### src/rtl/raycast_wall_column_setup_unit_defines.svh
// ----------------------------------------------------------------------------
// Assertion macros for the wall column setup unit
// Shared concurrent check forms: implication in the same cycle and next cycle.
// ----------------------------------------------------------------------------
`ifndef RAYCAST_WALL_COLUMN_SETUP_UNIT_DEFINES_SVH
`define RAYCAST_WALL_COLUMN_SETUP_UNIT_DEFINES_SVH
`ifndef NO_ASSERTIONS
`define RWCS_ASSERT_IMP(lbl, clk, rst_n, a, c) \
lbl: assert property (@(posedge clk) disable iff (!rst_n) (a) |-> (c)) \
	else $error("rwcs check failed");
`define RWCS_ASSERT_NXT(lbl, clk, rst_n, a, c) \
lbl: assert property (@(posedge clk) disable iff (!rst_n) (a) |=> (c)) \
	else $error("rwcs check failed");
`else
`define RWCS_ASSERT_IMP(lbl, clk, rst_n, a, c)
`define RWCS_ASSERT_NXT(lbl, clk, rst_n, a, c)
`endif
`endif

### src/rtl/rwcs_pkg.sv
// ----------------------------------------------------------------------------
// rwcs_pkg
// Types, constants and codes shared by the wall column setup unit.
// ----------------------------------------------------------------------------
package rwcs_pkg;

	// screen and texture geometry
	localparam int SCREEN_ROWS = 512;
	localparam int TEX_SIZE    = 64;
	localparam int HALF_ROWS   = SCREEN_ROWS / 2;

	// field widths
	localparam int POS_W    = 24;
	localparam int DIR_W    = 18;
	localparam int CELL_W   = 8;
	localparam int STEP_W   = 2;
	localparam int DIST_W   = 24;
	localparam int HEIGHT_W = 12;
	localparam int ROW_W    = 9;
	localparam int TEXC_W   = 6;
	localparam int FRAC_W   = 16;
	localparam int NUM_W    = 26;
	localparam int AN_W     = 25;
	localparam int SPAN_W   = 14;
	localparam int TEXK_W   = 11;

	localparam logic [DIST_W-1:0]   DIST_MAX   = '1;
	localparam logic [HEIGHT_W-1:0] HEIGHT_MAX = '1;

	// divider schedule: quotient bits retired per cycle
	localparam int RADIX_BITS = 3;
	localparam int DIV1_STEPS = DIST_W / RADIX_BITS;
	localparam int DIV2_STEPS = HEIGHT_W / RADIX_BITS;
	localparam int CNT_W      = $clog2(DIV1_STEPS);

	// height division: first partial remainder, also the saturation limit
	localparam logic [DIST_W:0] HT_REM0 = 25'((SCREEN_ROWS * 65536) >> HEIGHT_W);

	// job queue
	localparam int FIFO_DEPTH = 2;
	localparam int FIFO_AW    = 1;
	localparam int FIFO_CW    = 2;

	// configuration
	localparam int CFG_IDX_W  = 1;
	localparam int CFG_DATA_W = 24;
	localparam logic [CFG_IDX_W-1:0] REG_PLAYER_X = 1'b0;
	localparam logic [CFG_IDX_W-1:0] REG_PLAYER_Y = 1'b1;

	typedef enum logic [1:0] {
		FACE_WEST  = 2'd0,
		FACE_EAST  = 2'd1,
		FACE_NORTH = 2'd2,
		FACE_SOUTH = 2'd3
	} facing_t;

	typedef enum logic [2:0] {
		ST_IDLE,
		ST_DIV1,
		ST_HSET,
		ST_DIV2,
		ST_DONE
	} back_state_t;

	// classified ray, as queued between front and back
	typedef struct packed {
		logic [AN_W-1:0]         an;
		logic [DIR_W-1:0]        ad;
		logic                    neg;
		logic signed [DIR_W-1:0] other_dir;
		logic [FRAC_W-1:0]       other_pos;
		logic                    mirror;
		facing_t                 facing;
	} ray_job_t;

	typedef struct packed {
		logic full;
		logic empty;
	} fifo_status_t;

endpackage

### src/rtl/rwcs_if.sv
// ----------------------------------------------------------------------------
// rwcs channel interfaces
// Ray hit channel in, wall column channel out, valid/ready handshake.
// ----------------------------------------------------------------------------
interface rwcs_ray_if;
	logic                            valid;
	logic                            ready;
	logic                            hit_side;
	logic signed [rwcs_pkg::DIR_W-1:0]  dir_x;
	logic signed [rwcs_pkg::DIR_W-1:0]  dir_y;
	logic [rwcs_pkg::CELL_W-1:0]     cell_x;
	logic [rwcs_pkg::CELL_W-1:0]     cell_y;
	logic signed [rwcs_pkg::STEP_W-1:0] step_sign_x;
	logic signed [rwcs_pkg::STEP_W-1:0] step_sign_y;

	modport source (output valid, hit_side, dir_x, dir_y, cell_x, cell_y,
		step_sign_x, step_sign_y, input ready);
	modport sink (input valid, hit_side, dir_x, dir_y, cell_x, cell_y,
		step_sign_x, step_sign_y, output ready);
endinterface

interface rwcs_col_if;
	logic                          valid;
	logic                          ready;
	logic [rwcs_pkg::DIST_W-1:0]   perp_distance;
	logic [rwcs_pkg::HEIGHT_W-1:0] column_height;
	logic [rwcs_pkg::ROW_W-1:0]    span_start;
	logic [rwcs_pkg::ROW_W-1:0]    span_end;
	logic [rwcs_pkg::TEXC_W-1:0]   texture_column;
	logic [1:0]                    facing;

	modport source (output valid, perp_distance, column_height, span_start,
		span_end, texture_column, facing, input ready);
	modport sink (input valid, perp_distance, column_height, span_start,
		span_end, texture_column, facing, output ready);
endinterface

### src/rtl/raycast_wall_column_setup_unit.sv
// ----------------------------------------------------------------------------
// raycast_wall_column_setup_unit
// Wall column setup for one raycaster ray: distance, height, span, texture.
// ----------------------------------------------------------------------------
// Usage:
//   ray is the input channel: one word per ray wall hit (side, direction,
//   map cell, step signs). col is the output channel: one word per ray with
//   perpendicular distance, wall height, draw span, texture column, facing.
//   The player position is written through cfg_we/cfg_index/cfg_wdata
//   (index 0 = x, index 1 = y) while no ray is in flight.
// Operation:
//   A ray passes through these steps from acceptance to col.valid: it is
//   taken from the queue, the distance divider runs (3 quotient bits a
//   cycle), a setup state follows, the height divider runs and the output
//   word is loaded. Saturated or zero cases skip one or both dividers.
//   One shared divider sequencer handles one ray at a time and so sets
//   the sustained rate.
//   A two-word queue sits before the divider, so ray words are accepted back
//   to back, until it fills, while the back end is busy or the output word waits.
// Reset clears the player position, the queue and the output valid.
// When col.ready is low the output word holds; the back end stops once it
// has a finished word, and ray.ready drops when the queue fills.
// ----------------------------------------------------------------------------
module raycast_wall_column_setup_unit (
	input  logic                            clk,
	input  logic                            arst_n,
	input  logic                            cfg_we,
	input  logic [rwcs_pkg::CFG_IDX_W-1:0]  cfg_index,
	input  logic [rwcs_pkg::CFG_DATA_W-1:0] cfg_wdata,
	rwcs_ray_if.sink                        ray,
	rwcs_col_if.source                      col
);

	rwcs_pkg::ray_job_t     push_job, head_job;
	rwcs_pkg::fifo_status_t fifo_st;
	logic                   push, pop;

	rwcs_front u_front (
		.clk       (clk),
		.arst_n    (arst_n),
		.cfg_we    (cfg_we),
		.cfg_index (cfg_index),
		.cfg_wdata (cfg_wdata),
		.ray       (ray),
		.fifo_st   (fifo_st),
		.push      (push),
		.job       (push_job)
	);

	rwcs_fifo u_fifo (
		.clk    (clk),
		.arst_n (arst_n),
		.push   (push),
		.wdata  (push_job),
		.pop    (pop),
		.rdata  (head_job),
		.st     (fifo_st)
	);

	rwcs_back u_back (
		.clk     (clk),
		.arst_n  (arst_n),
		.job     (head_job),
		.fifo_st (fifo_st),
		.pop     (pop),
		.col     (col)
	);

endmodule

### src/rtl/rwcs_front.sv
// ----------------------------------------------------------------------------
// rwcs_front
// Holds the player position and classifies each ray word into a division job.
// ----------------------------------------------------------------------------
module rwcs_front (
	input  logic                               clk,
	input  logic                               arst_n,
	input  logic                               cfg_we,
	input  logic [rwcs_pkg::CFG_IDX_W-1:0]     cfg_index,
	input  logic [rwcs_pkg::CFG_DATA_W-1:0]    cfg_wdata,
	rwcs_ray_if.sink                           ray,
	input  rwcs_pkg::fifo_status_t             fifo_st,
	output logic                               push,
	output rwcs_pkg::ray_job_t                 job
);

	logic [rwcs_pkg::POS_W-1:0] px_q, py_q;

	// player position registers
	always_ff @(posedge clk or negedge arst_n) begin
		if (!arst_n) begin
			px_q <= '0;
			py_q <= '0;
		end else if (cfg_we) begin
			unique case (cfg_index)
				rwcs_pkg::REG_PLAYER_X: px_q <= cfg_wdata;
				rwcs_pkg::REG_PLAYER_Y: py_q <= cfg_wdata;
				default: ;
			endcase
		end
	end

	assign ray.ready = !fifo_st.full;
	assign push      = ray.valid && !fifo_st.full;

	logic [rwcs_pkg::CELL_W-1:0]        cell_sel;
	logic signed [rwcs_pkg::STEP_W-1:0] step;
	logic [rwcs_pkg::POS_W-1:0]         pos;
	logic signed [rwcs_pkg::DIR_W-1:0]  dmain;
	logic [rwcs_pkg::CELL_W:0]          cell_adj;
	logic signed [rwcs_pkg::NUM_W-1:0]  num;
	logic                               dx_pos;

	// pick the axis, form the signed distance to the wall line
	always_comb begin
		dx_pos = !ray.dir_x[rwcs_pkg::DIR_W-1] && (ray.dir_x != '0);
		if (ray.hit_side) begin
			cell_sel      = ray.cell_y;
			step          = ray.step_sign_y;
			pos           = py_q;
			dmain         = ray.dir_y;
			job.other_dir = ray.dir_x;
			job.other_pos = px_q[rwcs_pkg::FRAC_W-1:0];
			job.mirror    = ray.dir_y[rwcs_pkg::DIR_W-1];
			job.facing    = (!ray.dir_y[rwcs_pkg::DIR_W-1] && ray.dir_y != '0) ?
				rwcs_pkg::FACE_NORTH : rwcs_pkg::FACE_SOUTH;
		end else begin
			cell_sel      = ray.cell_x;
			step          = ray.step_sign_x;
			pos           = px_q;
			dmain         = ray.dir_x;
			job.other_dir = ray.dir_y;
			job.other_pos = py_q[rwcs_pkg::FRAC_W-1:0];
			job.mirror    = dx_pos;
			job.facing    = dx_pos ? rwcs_pkg::FACE_WEST : rwcs_pkg::FACE_EAST;
		end
		// a negative step lands on the far edge of the cell
		cell_adj = {1'b0, cell_sel} + {{rwcs_pkg::CELL_W{1'b0}}, step[rwcs_pkg::STEP_W-1]};
		num      = $signed({1'b0, cell_adj, 16'b0}) - $signed({2'b0, pos});
		job.an   = num[rwcs_pkg::NUM_W-1] ? rwcs_pkg::AN_W'(-num) : num[rwcs_pkg::AN_W-1:0];
		job.ad   = dmain[rwcs_pkg::DIR_W-1] ? rwcs_pkg::DIR_W'(-dmain) : dmain;
		job.neg  = num[rwcs_pkg::NUM_W-1] ^ dmain[rwcs_pkg::DIR_W-1];
	end

endmodule

### src/rtl/rwcs_fifo.sv
// ----------------------------------------------------------------------------
// rwcs_fifo
// Short job queue between the classifying front and the divider back end.
// ----------------------------------------------------------------------------
`include "raycast_wall_column_setup_unit_defines.svh"

module rwcs_fifo (
	input  logic                   clk,
	input  logic                   arst_n,
	input  logic                   push,
	input  rwcs_pkg::ray_job_t     wdata,
	input  logic                   pop,
	output rwcs_pkg::ray_job_t     rdata,
	output rwcs_pkg::fifo_status_t st
);

	rwcs_pkg::ray_job_t mem_q [rwcs_pkg::FIFO_DEPTH];
	logic [rwcs_pkg::FIFO_AW-1:0] wr_q, rd_q;
	logic [rwcs_pkg::FIFO_CW-1:0] count_q;

	assign st.full  = (count_q == rwcs_pkg::FIFO_CW'(rwcs_pkg::FIFO_DEPTH));
	assign st.empty = (count_q == '0);
	assign rdata    = mem_q[rd_q];

	// pointers and fill count
	always_ff @(posedge clk or negedge arst_n) begin
		if (!arst_n) begin
			wr_q    <= '0;
			rd_q    <= '0;
			count_q <= '0;
		end else begin
			if (push) begin
				wr_q <= (wr_q == rwcs_pkg::FIFO_AW'(rwcs_pkg::FIFO_DEPTH - 1)) ? '0 : wr_q + 1'b1;
			end
			if (pop) begin
				rd_q <= (rd_q == rwcs_pkg::FIFO_AW'(rwcs_pkg::FIFO_DEPTH - 1)) ? '0 : rd_q + 1'b1;
			end
			if (push && !pop) begin
				count_q <= count_q + 1'b1;
			end else if (pop && !push) begin
				count_q <= count_q - 1'b1;
			end
		end
	end

	// storage
	always_ff @(posedge clk) begin
		if (push) begin
			mem_q[wr_q] <= wdata;
		end
	end

	`RWCS_ASSERT_IMP(a_no_overflow, clk, arst_n, push, !st.full)
	`RWCS_ASSERT_IMP(a_no_underflow, clk, arst_n, pop, !st.empty)
	`RWCS_ASSERT_IMP(a_count_range, clk, arst_n, 1'b1,
		count_q <= rwcs_pkg::FIFO_CW'(rwcs_pkg::FIFO_DEPTH))

endmodule

### src/rtl/rwcs_back.sv
// ----------------------------------------------------------------------------
// rwcs_back
// Divider sequencer: distance, height, texture hit point and output register.
// ----------------------------------------------------------------------------
`include "raycast_wall_column_setup_unit_defines.svh"

module rwcs_back (
	input  logic                   clk,
	input  logic                   arst_n,
	input  rwcs_pkg::ray_job_t     job,
	input  rwcs_pkg::fifo_status_t fifo_st,
	output logic                   pop,
	rwcs_col_if.source             col
);

	rwcs_pkg::back_state_t state_q, state_d;

	logic [rwcs_pkg::CNT_W-1:0]     cnt_q;
	logic [rwcs_pkg::DIR_W-1:0]     ad_q;
	logic [rwcs_pkg::DIR_W-1:0]     rem1_q;
	logic [rwcs_pkg::DIST_W-1:0]    dvd_q;
	logic [rwcs_pkg::DIST_W-1:0]    dist_q;
	logic [rwcs_pkg::DIST_W:0]      rem2_q;
	logic [rwcs_pkg::HEIGHT_W-1:0]  ht_q;
	logic signed [rwcs_pkg::DIR_W-1:0] odir_q;
	logic [rwcs_pkg::FRAC_W-1:0]    opos_q;
	logic [rwcs_pkg::FRAC_W-1:0]    prod_q;
	logic                           mirror_q;
	rwcs_pkg::facing_t              facing_q;
	logic                           out_valid_q;

	logic out_load, sat1, zero1, ht_sat;

	// state register
	always_ff @(posedge clk or negedge arst_n) begin
		if (!arst_n) begin
			state_q <= rwcs_pkg::ST_IDLE;
		end else begin
			state_q <= state_d;
		end
	end

	// distance precheck on the queued job
	assign sat1  = (job.ad == '0) || ({1'b0, job.an} >= {job.ad, 8'b0});
	assign zero1 = job.neg || (job.an == '0);
	assign ht_sat = ({1'b0, dist_q} <= rwcs_pkg::HT_REM0);

	// next state and handshake
	always_comb begin
		state_d  = state_q;
		pop      = 1'b0;
		out_load = 1'b0;
		unique case (state_q)
			rwcs_pkg::ST_IDLE: begin
				if (!fifo_st.empty) begin
					pop     = 1'b1;
					state_d = (sat1 || zero1) ? rwcs_pkg::ST_HSET : rwcs_pkg::ST_DIV1;
				end
			end
			rwcs_pkg::ST_DIV1: begin
				if (cnt_q == rwcs_pkg::CNT_W'(rwcs_pkg::DIV1_STEPS - 1)) begin
					state_d = rwcs_pkg::ST_HSET;
				end
			end
			rwcs_pkg::ST_HSET: begin
				state_d = ht_sat ? rwcs_pkg::ST_DONE : rwcs_pkg::ST_DIV2;
			end
			rwcs_pkg::ST_DIV2: begin
				if (cnt_q == rwcs_pkg::CNT_W'(rwcs_pkg::DIV2_STEPS - 1)) begin
					state_d = rwcs_pkg::ST_DONE;
				end
			end
			rwcs_pkg::ST_DONE: begin
				if (!out_valid_q || col.ready) begin
					out_load = 1'b1;
					state_d  = rwcs_pkg::ST_IDLE;
				end
			end
			default: state_d = rwcs_pkg::ST_IDLE;
		endcase
	end

	// distance divider, three quotient bits a cycle
	logic [rwcs_pkg::DIR_W-1:0]  r1;
	logic [rwcs_pkg::DIST_W-1:0] dv1, q1;
	always_comb begin
		r1  = rem1_q;
		dv1 = dvd_q;
		q1  = dist_q;
		for (int i = 0; i < rwcs_pkg::RADIX_BITS; i++) begin
			r1  = {r1[rwcs_pkg::DIR_W-2:0], dv1[rwcs_pkg::DIST_W-1]};
			dv1 = {dv1[rwcs_pkg::DIST_W-2:0], 1'b0};
			if (r1 >= ad_q) begin
				r1 = r1 - ad_q;
				q1 = {q1[rwcs_pkg::DIST_W-2:0], 1'b1};
			end else begin
				q1 = {q1[rwcs_pkg::DIST_W-2:0], 1'b0};
			end
		end
	end

	// height divider, three quotient bits a cycle
	logic [rwcs_pkg::DIST_W:0]     r2;
	logic [rwcs_pkg::HEIGHT_W-1:0] q2;
	always_comb begin
		r2 = rem2_q;
		q2 = ht_q;
		for (int i = 0; i < rwcs_pkg::RADIX_BITS; i++) begin
			r2 = {r2[rwcs_pkg::DIST_W-1:0], 1'b0};
			if (r2 >= {1'b0, dist_q}) begin
				r2 = r2 - {1'b0, dist_q};
				q2 = {q2[rwcs_pkg::HEIGHT_W-2:0], 1'b1};
			end else begin
				q2 = {q2[rwcs_pkg::HEIGHT_W-2:0], 1'b0};
			end
		end
	end

	// hit point offset along the wall
	logic signed [rwcs_pkg::DIST_W+rwcs_pkg::DIR_W:0] prod_full;
	assign prod_full = $signed({1'b0, dist_q}) * odir_q;

	// datapath registers
	always_ff @(posedge clk) begin
		unique case (state_q)
			rwcs_pkg::ST_IDLE: begin
				cnt_q    <= '0;
				ad_q     <= job.ad;
				rem1_q   <= {1'b0, job.an[rwcs_pkg::AN_W-1:8]};
				dvd_q    <= {job.an[7:0], 16'b0};
				odir_q   <= job.other_dir;
				opos_q   <= job.other_pos;
				mirror_q <= job.mirror;
				facing_q <= job.facing;
				// zero direction saturates; a wrong-side hit is zero even when huge
				dist_q   <= ((job.ad == '0) || (sat1 && !zero1)) ? rwcs_pkg::DIST_MAX : '0;
			end
			rwcs_pkg::ST_DIV1: begin
				cnt_q  <= cnt_q + 1'b1;
				rem1_q <= r1;
				dvd_q  <= dv1;
				dist_q <= q1;
			end
			rwcs_pkg::ST_HSET: begin
				cnt_q  <= '0;
				rem2_q <= rwcs_pkg::HT_REM0;
				ht_q   <= ht_sat ? rwcs_pkg::HEIGHT_MAX : '0;
				prod_q <= prod_full[31:16];
			end
			rwcs_pkg::ST_DIV2: begin
				cnt_q  <= cnt_q + 1'b1;
				rem2_q <= r2;
				ht_q   <= q2;
			end
			default: ;
		endcase
	end

	// span and texture column from the finished quotients
	logic [rwcs_pkg::HEIGHT_W-2:0]          half;
	logic signed [rwcs_pkg::SPAN_W-1:0]     st_s;
	logic [rwcs_pkg::SPAN_W-1:0]            en_s;
	logic [rwcs_pkg::FRAC_W-1:0]            frac;
	logic [rwcs_pkg::FRAC_W+rwcs_pkg::TEXK_W-1:0] tprod;
	logic [rwcs_pkg::TEXC_W-1:0]            tex_raw, tex;
	logic [rwcs_pkg::ROW_W-1:0]             start_v, end_v;
	always_comb begin
		half = ht_q[rwcs_pkg::HEIGHT_W-1:1];
		st_s = rwcs_pkg::SPAN_W'(rwcs_pkg::HALF_ROWS) - $signed({3'b0, half});
		en_s = {3'b0, half} + rwcs_pkg::SPAN_W'(rwcs_pkg::HALF_ROWS);
		start_v = st_s[rwcs_pkg::SPAN_W-1] ? '0 : st_s[rwcs_pkg::ROW_W-1:0];
		end_v   = (en_s >= rwcs_pkg::SPAN_W'(rwcs_pkg::SCREEN_ROWS)) ?
			rwcs_pkg::ROW_W'(rwcs_pkg::SCREEN_ROWS - 1) : en_s[rwcs_pkg::ROW_W-1:0];
		frac    = opos_q + prod_q;
		tprod   = {{rwcs_pkg::TEXK_W{1'b0}}, frac} *
			(rwcs_pkg::FRAC_W + rwcs_pkg::TEXK_W)'(rwcs_pkg::TEX_SIZE);
		tex_raw = tprod[rwcs_pkg::FRAC_W+rwcs_pkg::TEXC_W-1:rwcs_pkg::FRAC_W];
		tex     = mirror_q ? rwcs_pkg::TEXC_W'(rwcs_pkg::TEX_SIZE - 1) - tex_raw : tex_raw;
	end

	// output word register
	always_ff @(posedge clk or negedge arst_n) begin
		if (!arst_n) begin
			out_valid_q <= 1'b0;
		end else if (out_load) begin
			out_valid_q <= 1'b1;
		end else if (col.ready) begin
			out_valid_q <= 1'b0;
		end
	end

	always_ff @(posedge clk) begin
		if (out_load) begin
			col.perp_distance  <= dist_q;
			col.column_height  <= ht_q;
			col.span_start     <= start_v;
			col.span_end       <= end_v;
			col.texture_column <= tex;
			col.facing         <= facing_q;
		end
	end

	assign col.valid = out_valid_q;

	`RWCS_ASSERT_IMP(a_pop_idle, clk, arst_n, pop, state_q == rwcs_pkg::ST_IDLE)
	`RWCS_ASSERT_IMP(a_div2_range, clk, arst_n, state_q == rwcs_pkg::ST_DIV2,
		({1'b0, dist_q} > rwcs_pkg::HT_REM0) && (cnt_q < rwcs_pkg::CNT_W'(rwcs_pkg::DIV2_STEPS)))
	`RWCS_ASSERT_NXT(a_zero_dist_sat, clk, arst_n, out_load && (dist_q == '0),
		col.valid && (col.column_height == rwcs_pkg::HEIGHT_MAX))

endmodule
### src/flat_wrapper.sv
// flat-port wrapper written by rule: the top's interface ports become plain ports
module raycast_wall_column_setup_unit_flat 
  (clk, arst_n, cfg_we, cfg_index, cfg_wdata, ray_valid, ray_hit_side, ray_dir_x, ray_dir_y, ray_cell_x, ray_cell_y, ray_step_sign_x, ray_step_sign_y, ray_ready, col_valid, col_perp_distance, col_column_height, col_span_start, col_span_end, col_texture_column, col_facing, col_ready);
  rwcs_ray_if ray_i ();
  rwcs_col_if col_i ();
  input  logic clk;
  input  logic arst_n;
  input  logic cfg_we;
  input  logic [rwcs_pkg::CFG_IDX_W-1:0] cfg_index;
  input  logic [rwcs_pkg::CFG_DATA_W-1:0] cfg_wdata;
  input wire logic [$bits(ray_i.valid)-1:0] ray_valid;
  input wire logic [$bits(ray_i.hit_side)-1:0] ray_hit_side;
  input wire logic [$bits(ray_i.dir_x)-1:0] ray_dir_x;
  input wire logic [$bits(ray_i.dir_y)-1:0] ray_dir_y;
  input wire logic [$bits(ray_i.cell_x)-1:0] ray_cell_x;
  input wire logic [$bits(ray_i.cell_y)-1:0] ray_cell_y;
  input wire logic [$bits(ray_i.step_sign_x)-1:0] ray_step_sign_x;
  input wire logic [$bits(ray_i.step_sign_y)-1:0] ray_step_sign_y;
  output wire logic [$bits(ray_i.ready)-1:0] ray_ready;
  output wire logic [$bits(col_i.valid)-1:0] col_valid;
  output wire logic [$bits(col_i.perp_distance)-1:0] col_perp_distance;
  output wire logic [$bits(col_i.column_height)-1:0] col_column_height;
  output wire logic [$bits(col_i.span_start)-1:0] col_span_start;
  output wire logic [$bits(col_i.span_end)-1:0] col_span_end;
  output wire logic [$bits(col_i.texture_column)-1:0] col_texture_column;
  output wire logic [$bits(col_i.facing)-1:0] col_facing;
  input wire logic [$bits(col_i.ready)-1:0] col_ready;
  assign ray_i.valid = ray_valid;
  assign ray_i.hit_side = ray_hit_side;
  assign ray_i.dir_x = ray_dir_x;
  assign ray_i.dir_y = ray_dir_y;
  assign ray_i.cell_x = ray_cell_x;
  assign ray_i.cell_y = ray_cell_y;
  assign ray_i.step_sign_x = ray_step_sign_x;
  assign ray_i.step_sign_y = ray_step_sign_y;
  assign ray_ready = ray_i.ready;
  assign col_valid = col_i.valid;
  assign col_perp_distance = col_i.perp_distance;
  assign col_column_height = col_i.column_height;
  assign col_span_start = col_i.span_start;
  assign col_span_end = col_i.span_end;
  assign col_texture_column = col_i.texture_column;
  assign col_facing = col_i.facing;
  assign col_i.ready = col_ready;
  raycast_wall_column_setup_unit u_core (.clk(clk), .arst_n(arst_n), .cfg_we(cfg_we), .cfg_index(cfg_index), .cfg_wdata(cfg_wdata), .ray(ray_i), .col(col_i));
endmodule
### config.mk
export PLATFORM = sky130hd
export DESIGN_NAME = raycast_wall_column_setup_unit_flat
export DESIGN_NICKNAME = d
export VERILOG_FILES = /design/src/rtl/rwcs_pkg.sv /design/src/rtl/rwcs_if.sv /design/src/rtl/raycast_wall_column_setup_unit.sv /design/src/rtl/rwcs_front.sv /design/src/rtl/rwcs_fifo.sv /design/src/rtl/rwcs_back.sv /design/src/flat_wrapper.sv
export VERILOG_INCLUDE_DIRS = /design/src /design/src/rtl
export SDC_FILE = /design/constraint.sdc
export NUM_CORES = 2
export LEC_CHECK = 0
export BUFFER_PORTS_ARGS = -buffer_cell sky130_fd_sc_hd__buf_4
export CORE_ASPECT_RATIO = 2
export CORE_MARGIN = 1.5
export CORE_UTILIZATION = 62
export DETAILED_ROUTE_END_ITERATION = 12
export GPL_TIMING_DRIVEN = 0
export HOLD_SLACK_MARGIN = 0.12
export PLACE_DENSITY = 0.89
export SYNTH_ARGS = -nofsm -noshare
export SYNTH_HDL_FRONTEND = slang
export SYNTH_SLANG_ARGS = --single-unit
export TNS_END_PERCENT = 30
### constraint.sdc
create_clock -name clk -period 13.4 [get_ports clk]
set_input_delay 1.34 -clock clk [delete_from_list [all_inputs] [get_ports clk]]
set_output_delay 1.34 -clock clk [all_outputs]
set_load 0.1 [all_outputs]
Yosys cells after proc, flatten, opt, wreduce, memory -nomap -nowiden
Memory sizes are Yosys's and may differ from the RTL's.
Cells that the tools add are included.
{"block": "classes", "addsub": 19, "multipliers": 1, "div_mod_pow": 0, "magnitude_cmp": 9, "n_eq_ne": 11, "n_shift": 0, "n_mux": 49, "bitwise_logic": 2, "n_reduce_logical": 34}
{"cell": "$pmux 24 s2", "n": 3}
{"cell": "$mux 24", "n": 5}
{"cell": "$ge 25x24->1", "n": 3}
{"cell": "$sub 24x24->24", "n": 3}
{"cell": "$ge 18x18->1", "n": 3}
{"cell": "$mux 17", "n": 3}
{"cell": "$sub 17x17->17", "n": 3}
{"cell": "$mux 37", "n": 1}
{"cell": "$mux 18", "n": 2}
{"cell": "$reduce_bool 18->1", "n": 2}
{"cell": "$pmux 17 s2", "n": 1}
{"cell": "$mul 25x18->32", "n": 1}
{"cell": "$ge 25x26->1", "n": 1}
{"cell": "$sub 25x24->26", "n": 1}
{"cell": "$logic_not 25->1", "n": 1}
{"cell": "$mux 25", "n": 1}
{"cell": "$neg 25->25", "n": 1}
{"cell": "$le 24x14->1 const B", "n": 1}
{"cell": "$pmux 12 s2", "n": 1}
{"cell": "$logic_not 18->1", "n": 1}
{"cell": "$mux 1", "n": 18}
{"cell": "$neg 18->18", "n": 1}
{"cell": "$add 16x16->16", "n": 1}
{"cell": "$mux 3", "n": 5}
{"cell": "other kinds (31)", "n": 62}
{"block": "word_totals", "reg_bits": 293, "latch_bits": 0, "ram_bits": 162, "mem_bits_ro": 0, "in_bits": 87, "out_inout_bits": 64, "word_cells": 151, "memories": 1}
{"memory": "u_core.u_fifo.mem_q", "depth": 2, "width": 81, "read_ports": 1, "rd_clocked_by_memory_dff": 0, "write_ports": 1, "line": "rwcs_fifo.sv:17", "source": "rwcs_pkg::ray_job_t mem_q [rwcs_pkg::FIFO_DEPTH];"}

Logic depth before layout (Yosys ltp)
An unclocked memory read counts as a cell.
{"block": "logic_depth", "ltp_word": 8, "depth_mapped": 36, "depth_no_buf": 31}

By module
A second synthesis with hierarchy kept.
{"block": "unflattened", "cells_unflattened": 3813, "hier_area_um2": 39566.7}
{"mod": "rwcs_back", "n_inst": 1, "cells_each": 2982, "area_each_um2": 27936.8, "seq_area_each_um2": 6736.5}
{"mod": "rwcs_fifo", "n_inst": 1, "cells_each": 268, "area_each_um2": 6431.2, "seq_area_each_um2": 4964.8}
{"mod": "rwcs_front", "n_inst": 1, "cells_each": 563, "area_each_um2": 5198.7, "seq_area_each_um2": 1201.2}

Worst setup path before layout
OpenSTA, ideal clock, no wires.
{"block": "synth_path", "kind": "register -> register", "from": "register u_core.u_back.dist_q[1] (netlist name)", "to": "register u_core.u_back.rem2_q[21] (netlist name), data pin", "setup_ps": 256, "arrival_ps": 7816, "required_ps": 13144, "slack_ps": 5328, "path_stages_with_launch": 34, "n_path_buf": 5, "synth_period_minus_slack_ps": 8072, "path_cell_list": "edfxtp_1 > clkbuf_1 > inv_1 > ha_1 > nor2b_1 > o211ai_1 > and4b_1 > o21ai_1 > o211ai_1 > and2_1 > clkbuf_1 > clkbuf_1 > mux2_2 > ha_1 > a211oi_1 > o21ai_0 > o221ai_1 > o211ai_1 > a21o_1 > nand2_1 > o211ai_1 > buf_2 > mux2_2 > ha_1 > a21o_1 > a211o_1 > o21a_1 > a211o_1 > a21oi_1 > o221ai_1 > a211oi_1 > clkbuf_1 > a21oi_1 > a22o_1"}
{"block": "synth_via", "elab_chain_cells": 7, "word_cells_on_any_way": 10, "cone_classes": "add/sub: 3; order compare: 3; mux: 4"}
{"element": "start, declared", "line": "rwcs_back.sv:22", "source": "logic [rwcs_pkg::DIST_W-1:0] dist_q;"}
{"element": "start signal, assigned", "line": "rwcs_back.sv:136", "source": "dist_q <= ((job.ad == '0) || (sat1 && !zero1)) ? rwcs_pkg::DIST_MAX : '0;"}
{"element": "start signal, assigned", "line": "rwcs_back.sv:142", "source": "dist_q <= q1;"}
{"element": "$sub 24x24->24 or $ge 25x24->1 (tied branches)", "line": "rwcs_back.sv:111, rwcs_back.sv:110"}
{"element": "$mux 24", "line": "rwcs_back.sv:110", "source": "if (r2 >= {1'b0, dist_q}) begin"}
{"element": "$sub 24x24->24 or $ge 25x24->1 (tied branches)", "line": "rwcs_back.sv:111, rwcs_back.sv:110"}
{"element": "$mux 24", "line": "rwcs_back.sv:110"}
{"element": "$sub 24x24->24 or $ge 25x24->1 (tied branches)", "line": "rwcs_back.sv:111, rwcs_back.sv:110"}
{"element": "$mux 24 (*)", "line": "rwcs_back.sv:110"}
{"element": "$pmux 24 s2 (*)", "line": "rwcs_back.sv:125", "source": "unique case (state_q)"}
{"element": "end signal, assigned", "line": "rwcs_back.sv:146", "source": "rem2_q <= rwcs_pkg::HT_REM0;"}
{"element": "end signal, assigned", "line": "rwcs_back.sv:152", "source": "rem2_q <= r2;"}
{"element": "end, declared", "line": "rwcs_back.sv:23", "source": "logic [rwcs_pkg::DIST_W:0] rem2_q;"}
Mark *: on every way between the ends. The rest lies on a longest branch, timed or not.
A chain may end at the register's enable or synchronous reset.

Worst setup path in the final report
{"block": "layout_path", "from": "register u_core.u_back.dist_q[8] (netlist name)", "to": "register u_core.u_back.rem2_q[21] (netlist name), data pin"}
The elaborated chain is that of the path after synthesis.

==> results.json <==
{
  "status": "complete, but fails checks",
  "violations": "capacitance limit, slew limit",
  "antenna_left": 0,
  "relSlewSlack_pct": -4.55,
  "tightest_slew_ps": 1560,
  "tns_ps": 0,
  "final_nets": 4603,
  "cp_max_fo": 10,
  "cp-start-kind": "flop",
  "wl_per_cell_um": 27.2,
  "place_inst": 4676,
  "syn_area_sq_um": 38600,
  "routed_wl_um": 129000,
  "crit_top_cell": "clkbuf_1",
  "num-fill-cells": 4496,
  "synth_common_cells": "inv_1 (475), edfxtp_1 (383), nand2_1 (372)",
  "maxCapViolations": 1,
  "clk_pin_slew_ps": 70,
  "die_h_um": 356,
  "drc": 0,
  "fin_crit_ps": 12920,
  "die-area_sq_um": 63800,
  "yosys.cell_types.count": 87,
  "critPathKind": "reg2reg",
  "synthCells": 3734,
  "period_share_pct": 96.4,
  "grt_pass1_wl_um": 194000,
  "syn-num-nets": 4401,
  "core-area_sq_um": 61700,
  "clock-sinks": 439,
  "rsz0062_at_grt": "no",
  "drt_iter0_drc": 2326,
  "synth-seq-cells": 439,
  "dpl.hpwl_um": 98600,
  "crit_path_max_incr_delay_ps": 930,
  "finalSetupViolations": 0,
  "cts_buffers": 41,
  "yosysSeqAreaShare_pct": 33.4,
  "arrival_ps": 13300,
  "initial_core_util_pct": 62.6,
  "finalClockSkew_ps": 57.5,
  "syn_area_per_cell_sq_um": 10.3,
  "met3_usage_pct": 11.7,
  "port_buffers": 148,
  "synth_edf_count": 383,
  "gr-usage-met2_pct": 71.1,
  "via_count": 30900,
  "cts_buffer_depth": 3,
  "yosysWarnings": 0,
  "post_drt_via_cell_ratio": 6.49,
  "routabilityCongestion": 1.09,
  "grtUsageMet1_pct": 36.9,
  "required_ps": 13780,
  "grt_pass1_vias": 33400,
  "yosys.area.top_type": "edfxtp_1",
  "clk_latency_ps": 640,
  "worstHoldPathType": "reg2reg",
  "async_reset_ff_share_pct": 12.8,
  "final_area_sq_um": 42300,
  "cts_max_level": 2,
  "endpoint_kind": "flop",
  "yosys-top-cells-area": "edfxtp_1 (30%), fa_1 (16%), ha_1 (8.7%), mux2_2 (6.2%), inv_1 (4.6%)",
  "syn_to_final_growth_pct": 9.59,
  "fin_cells": 4760,
  "clock.fmax_mhz": 77.4,
  "cts_tree": "yes",
  "root_buffer": "clkbuf_16",
  "dieWidth_um": 179,
  "drv_slew": 2,
  "hold_viol": 0,
  "io_pins": 151,
  "drive_gt1_share_pct": 12.6,
  "postCtsHoldBufs": 0,
  "grt_overflow": 0,
  "synth_top_area_share_pct": 29.8,
  "slowest_stage": "clkbuf_1",
  "grt_max_degree": 70,
  "synth_ff_type": "edfxtp_1",
  "grt_busiest_layer": "met2",
  "placed_area_sq_um": 40800,
  "antenna_found_initial": 9,
  "row_count": 129,
  "grt_use_total_pct": 42.0,
  "yosysMostFrequentCell": "inv_1",
  "first_pass_iters": 6
}
[worst paths after layout]
check                                           from                     endpoint  slack (ps)  depth (start not counted)
setup / recovery             u_core.u_back.dist_q[8]     u_core.u_back.rem2_q[21]         480                         33
hold / removal             u_core.u_back.facing_q[1]  u_core.u_back.col.facing[1]         440                          0
setup reg to reg             u_core.u_back.dist_q[8]     u_core.u_back.rem2_q[21]         480                         33
hold reg to reg            u_core.u_back.facing_q[1]  u_core.u_back.col.facing[1]         440                          0
max in group asynchronous                     arst_n      u_core.u_front.py_q[21]       12070                          1
min in group asynchronous                     arst_n       u_core.u_front.py_q[6]         780                          1
[cell usage in the layout (no fill, tap or decap), drive strengths merged, types with 10 or more instances in the layout]
cell type and count:
nor2 166, nor4 30, buf 182, fa 313
xor2 62, a211o 10, or2 16, inv 478
and3 18, nor3 75, o21ai 129, clkbuf 169
nand2 372, a21o 43, nand2b 31, clkinv 15
or3 14, mux2i 72, mux2 211, o21a 29
nand4 25, o211ai 21, a21boi 28, xnor2 159
ha 267, a21oi 168, nand3 62, nor2b 28
a211oi 18, and2 150, edfxtp 383, dfrtp 56
o21bai 13, a31oi 16
[critical path, delay by kind of cell, from the launching register on]
family / cells / cell delay, ps
adders and majority gates: 3 / 1210
buffers and inverters: 6 / 3550
DFF: 1 / 370
and+or+nand+nor: 5 / 690
muxes: 2 / 910
AOI/OAI and AO/OA: 17 / 5920
[layer usage]
layer | wire (um) | vias up
li1 | - | 13200
met1 | 35500 | 14700
met2 | 63800 | 2027
met3 | 11400 | 953
met4 | 18500 | 8
met5 | 54 | -
[repair_timing]
item                       CTS  global route
setup endpoints to repair    0            25
resized for setup            0             3
buffers inserted             0             4
[flip-flops by register name, summed over array words and instances (netlist names), 2 cells and up]
signal                            cells
u_core.u_fifo.mem_q                 162
u_core.u_back.col.perp_distance      24
u_core.u_back.dist_q                 24
u_core.u_back.rem2_q                 24
u_core.u_front.px_q                  24
u_core.u_front.py_q                  24
u_core.u_back.ad_q                   18
u_core.u_back.odir_q                 18
u_core.u_back.rem1_q                 17
u_core.u_back.opos_q                 16
u_core.u_back.prod_q                 16
u_core.u_back.col.column_height      12
u_core.u_back.ht_q                   12
u_core.u_back.col.span_end            9
u_core.u_back.col.span_start          9
u_core.u_back.dvd_q                   8
u_core.u_back.col.texture_column      6
u_core.u_back.cnt_q                   3
u_core.u_back.state_q                 3
u_core.u_back.col.facing              2
u_core.u_back.facing_q                2
u_core.u_fifo.count_q                 2
[stage by stage]
step	hold WS, ps	setup slack (ps)	utilization, %
final	443	480	68.6
after global routing	451	118	68.6
after CTS	446	1100	68.5
after detailed placement	417	1140	66.2
after global placement	404	1080	66.0
after floorplan	400	5330	-
[cells by family after synthesis]
family	after synthesis	synth area share, %
AOI/OAI and AO/OA	566	9.44
xor gates and xnor gates	221	5.02
adders and majority gates	580	24.9
buffers and inverters	617	6.08
DFF	439	33.4
muxes	283	8.04
and+or+nand+nor	1028	13.1
[area by class of cell]
class | instances | area (sq um) | area share [%]
multi-input combinational | 2678 | 23400 | 55.3
sequential | 439 | 12900 | 30.5
inverter | 475 | 1780 | 4.22
timing repair buffer | 161 | 1280 | 3.03
clock buffer | 51 | 1110 | 2.64
tap | 786 | 983 | 2.33
buffer | 140 | 562 | 1.33
clock inverter | 25 | 273 | 0.645
antenna | 5 | 12.5 | 0.0296
Power is left out: the tool's default activity adds up to more than one toggle a clock period on the data nets, which glitch-free logic cannot reach.
